--- config.mk ---
export PLATFORM = sky130hd
export DESIGN_NAME = mtb_mul
export DESIGN_NICKNAME = d
export VERILOG_FILES = /design/src/rtl/mt19937_bounded_random_core_defines.svh /design/src/rtl/mtb_mul.sv
export SDC_FILE = /design/constraint.sdc
export NUM_CORES = 1
export LEC_CHECK = 0
export BUFFER_PORTS_ARGS = -buffer_cell sky130_fd_sc_hd__buf_2
export CORE_UTILIZATION = 45
export DETAILED_ROUTE_END_ITERATION = 6
export PLACE_DENSITY = 0.6
export SLEW_MARGIN = 5
export SYNTH_ARGS = -nofsm -noshare
export SYNTH_HDL_FRONTEND = slang
export SYNTH_SLANG_ARGS = --single-unit
--- constraint.sdc ---
create_clock -name clk -period 18.8 [get_ports clk]
set_input_delay 4.7 -clock clk [delete_from_list [all_inputs] [get_ports clk]]
set_output_delay 4.7 -clock clk [all_outputs]
set_load 0.005 [all_outputs]
--- src/rtl/mt19937_bounded_random_core_defines.svh ---
// ----------------------------------------------------------------------------
// Assertion macros shared by the RTL
// Clocked, reset-qualified property helpers.
// ----------------------------------------------------------------------------
`ifndef MT19937_BOUNDED_RANDOM_CORE_DEFINES_SVH
`define MT19937_BOUNDED_RANDOM_CORE_DEFINES_SVH

// implication checked on every clock outside reset
`define MTB_ASSERT_IMP(label, clk, rst_n, ante, cons) \
	label: assert property (@(posedge clk) disable iff (!rst_n) (ante) |-> (cons)) \
		else $error("assertion failed");

// next-cycle implication
`define MTB_ASSERT_NXT(label, clk, rst_n, ante, cons) \
	label: assert property (@(posedge clk) disable iff (!rst_n) (ante) |=> (cons)) \
		else $error("assertion failed");

`endif

--- src/rtl/mtb_mul.sv ---
// ----------------------------------------------------------------------------
// mtb_mul
// Shared registered 32x32 multiplier, low product word.
// ----------------------------------------------------------------------------
module mtb_mul (
	input  logic        clk,
	input  logic [31:0] a,
	input  logic [31:0] b,
	output logic [31:0] p
);
	logic [31:0] full;
	always_comb begin
		full = a * b;
	end
	always_ff @(posedge clk) begin
		p <= full;
	end
endmodule

# Word-level counts from Yosys, hierarchy flattened
# Cells that the tools add are included.
# totals
elab_cells	2
input_bits	65
regBits	32
# classes
multipliers	1
# op_table
op	n
multiplier 32 x 32 -> 32 bit	1

# Depth between registers and ports, before layout
# logic_depth
ltp_word	1
mapped_depth	26
ltp_nobuf	24

# Worst setup path before layout
# Ideal clock, no wire load.
# synth_timing
path_type	input-to-reg
from	input port b[3]
to	register p[29]
arrival_ns	11.036
setup_slack_ns	7.702
stages	24
setup_ns	0.062
cell_sequence	clkbuf_1 clkbuf_1 and2_1 fa_1 inv_1 fa_1 fa_1 fa_1 inv_1 fa_1 inv_1 fa_1 inv_1 fa_1 fa_1 ha_1 and4_1 and2_2 o31ai_1 o211a_1 a21oi_2 a41o_1 or4_1 nand3_1
# synth_via
elab_chain_cells	1
# synth_lines
item	line	rtl
start: declaration	mtb_mul.sv:8	input logic [31:0] b,
multiplier 32 x 32 -> 32 bit	mtb_mul.sv:13	full = a * b;
net full[29]	mtb_mul.sv:11	logic [31:0] full;
end signal: assignment	mtb_mul.sv:16	p <= full;
end: declaration	mtb_mul.sv:9	output logic [31:0] p
# The timed path passes the listed nets, and every way through them passes these cells.

# Worst setup path after layout
# layout_timing
from	input port b[6]
to	register p[29]
# The elaborated chain is that of the path after synthesis.

==> results.tsv <==
stage	metric	value	unit
detailed_routing	drc_errors	2	
layout	largest_reg_flops	32	
clock_tree	clk_root_buffer_cell	clkbuf_16	
timing	layout_min_cycle_time	11.37	ns
timing	finalHoldViolCount	0	
worst_setup_path	cp-startpoint	b[6]	
detailed_routing	vias_per_cell	5.10	
detailed_routing	drtIter0Drc	524	
global_route	antenna_found_initial	0	
detailed_routing	ant_nets	0	
worst_setup_path	cp_cell_sequence	buf_2, and2_1, fa_1, fa_1, fa_1, inv_1, fa_1, inv_1, fa_1, inv_1, fa_1, inv_1, fa_1, fa_1, ha_1, and4_1, and2_2, o31ai_1, o211a_1, a21oi_2, a41o_1, or4_1, nand3_1	
worst_setup_path	end_kind	flop	
synthesis	synth-edff-count	0	
global_route	grt_pass1_wl	68.4	mm
synthesis	synth-seq-area-share	3.90	%
worst_setup_path	slowest_stage	fa_1	
layout	ff_latch_area	641	um^2
detailed_routing	routed_wirelength	42.0	mm
synthesis	synth-async-reset-ratio	0	%
placement	gp_congestion	0.822	
global_route	gr-usage-all-layers	24.2	%
layout	largestRegisters	p (32)	
layout	nFillCells	3503	
clock_tree	cts_buffers	5	
synthesis	synth_commonest_cells	408 x fa_1, 368 x and2_1, 363 x inv_1, 169 x nand2_1, 123 x ha_1	
synthesis	yosysMostFrequentCell	fa_1	
worst_setup_path	cp-start-kind	input port	
global_route	grt_pass1_vias	12266	
timing	timing.setup.tns	0	ns
hold_path	hp-class	input port to flop	
clock_tree	clk_pin_slew	0.06	ns
floorplanning	die_h	193	um
worst_setup_path	cpPeakStageDelay	0.53	ns
detailed_routing	vias	11368	
floorplanning	rows	69	
placement	portBuffers	96	
detailed_routing	wl_per_cell	18.9	um
detailed_routing	drt-pass1-iter-count	7	
hold_path	min-delay-start	b[0]	
synthesis	ys_types	45	
clock_tree	cts_setup_buffers	0	
run	drv_cap	0	
clock_tree	cts_tree	yes	
timing	timing.fmax	88.0	MHz
timing	whs	5.05	ns
synthesis	synthTopCellsByArea	fa_1 50%, and2_1 14%, ha_1 9.4%	
layout	drive_above_1_share	6.68	%
synthesis	synth_flop_cell	dfxtp_1	
layout	antenna_cells	0	
run_status	outcome	finished with violations	
timing	worst-slew-pin-transition	0.795	ns
timing	rsz0062_at_grt	no	
timing	relSlewSlack	47.0	%
floorplanning	die_w	193	um
timing	drv_slew	0	
synthesis	mappedNetlistArea	16400	um^2
layout	nets	2361	
clock_tree	htree_num_levels	2	
layout	syn_to_final_growth	5.70	%
floorplanning	pin_count	97	
floorplanning	start_util	46.0	%
timing	fin_crit_sh	60.5	%
synthesis	syn-num-nets	2337	
clock_tree	clk_path_buf_depth	2	
layout	multi_input_area	14100	um^2
worst_setup_path	critical_path_arrival	11.60	ns
clock_tree	ctsHoldBuffers	0	
worst_setup_path	crit_top_cell	fa_1	
layout	top_register	p	
clock_tree	cts.sinks	32	
worst_setup_path	worstSetupPathType	input port to flop	
synthesis	netlist_instances	1741	
global_route	overflow	0	
floorplanning	dieArea	37300	um^2
worst_setup_path	critPathRequiredTime	19.03	ns
run_status	violations	DRC	
synthesis	synth_top_area_share	49.7	%
synthesis	synth.avg_cell_area	9.43	um^2
synthesis	synth-seq-cells	32	
global_route	grt_max_degree	33	
placement	hpwlAfterDp	33.8	mm
synthesis	synth_top_area_cell	fa_1	
synthesis	yosysWarningCount	0	
floorplanning	design.core.area	35700	um^2
worst_setup_path	cp_max_fo	26	
timing	final-setup-viol-count	0	
clock_tree	post_cts_resized	0	
layout by cell type (no fill, tap or decap), types with 3 or more instances in the layout:
cell and count:
xnor2_1 65, a21o_1 5, a211oi_1 4, nand3_1 7, o211ai_1 3, inv_1 363, and2_1 368, dfxtp_1 32
buf_2 96, o21ai_0 11, clkbuf_16 5, ha_1 123, o21a_1 4, o21bai_1 6, nor2_1 11, nand2_1 169
a21o_2 5, xor2_1 19, fa_1 408, a21oi_1 22, nor3_1 5
logic make-up after synthesis:
group,share of synthesized area [%]
AO/OA/AOI/OAI,3.26
XOR/XNOR,4.48
adder cells (fa/ha/maj),59.1
buffers and inverters,10.1
flip-flops,3.90
AND/OR/NAND/NOR,19.1
cell type report:
type                            count  share of cell area (%)
Sequential cell                    32                    3.69
Clock buffer                        5                   0.721
Inverter                          363                    7.85
Clock inverter                      3                   0.267
Tap cell                          461                    3.32
Multi-Input combinational cell   1266                    81.3
Timing Repair Buffer               97                    2.81
per-stage QoR:
step / cells / util [%] / instance area (um^2) / setup slack (ns)
4_1_cts: 2227 / 48.6 / 17400 / 7.41
3_5_place_dp: 2219 / 48.1 / 17200 / 7.13
2_1_floorplan: 1741 / - / 16400 / 7.70
6_report: 2227 / 48.6 / 17400 / 7.43
5_1_grt: 2227 / 48.6 / 17400 / 7.12
3_3_place_gp: 2219 / 48.1 / 17200 / 7.19
per-layer routing:
metal / GRT usage [%] / routed length, um
met3: 2.37 / 1680
met1: 35.7 / 19600
met5: 0 / 0
met4: 2.19 / 333
met2: 39.8 / 20400
worst max-delay path, delay by kind of cell:
family,cells,cell delay [ns]
AND/OR/NAND/NOR,5,1.19
adder cells (fa/ha/maj),9,4.28
buffers and inverters,5,0.63
AO/OA/AOI/OAI,4,0.76
worst paths after layout:
check                        to  cells after the start  slack (ns)
setup / recovery  p[29]$_DFF_P_                     23        7.43
hold / removal     p[0]$_DFF_P_                      2        5.05
Power is left out: the tool's default activity adds up to more than one toggle a clock period on the data nets, which glitch-free logic cannot reach.
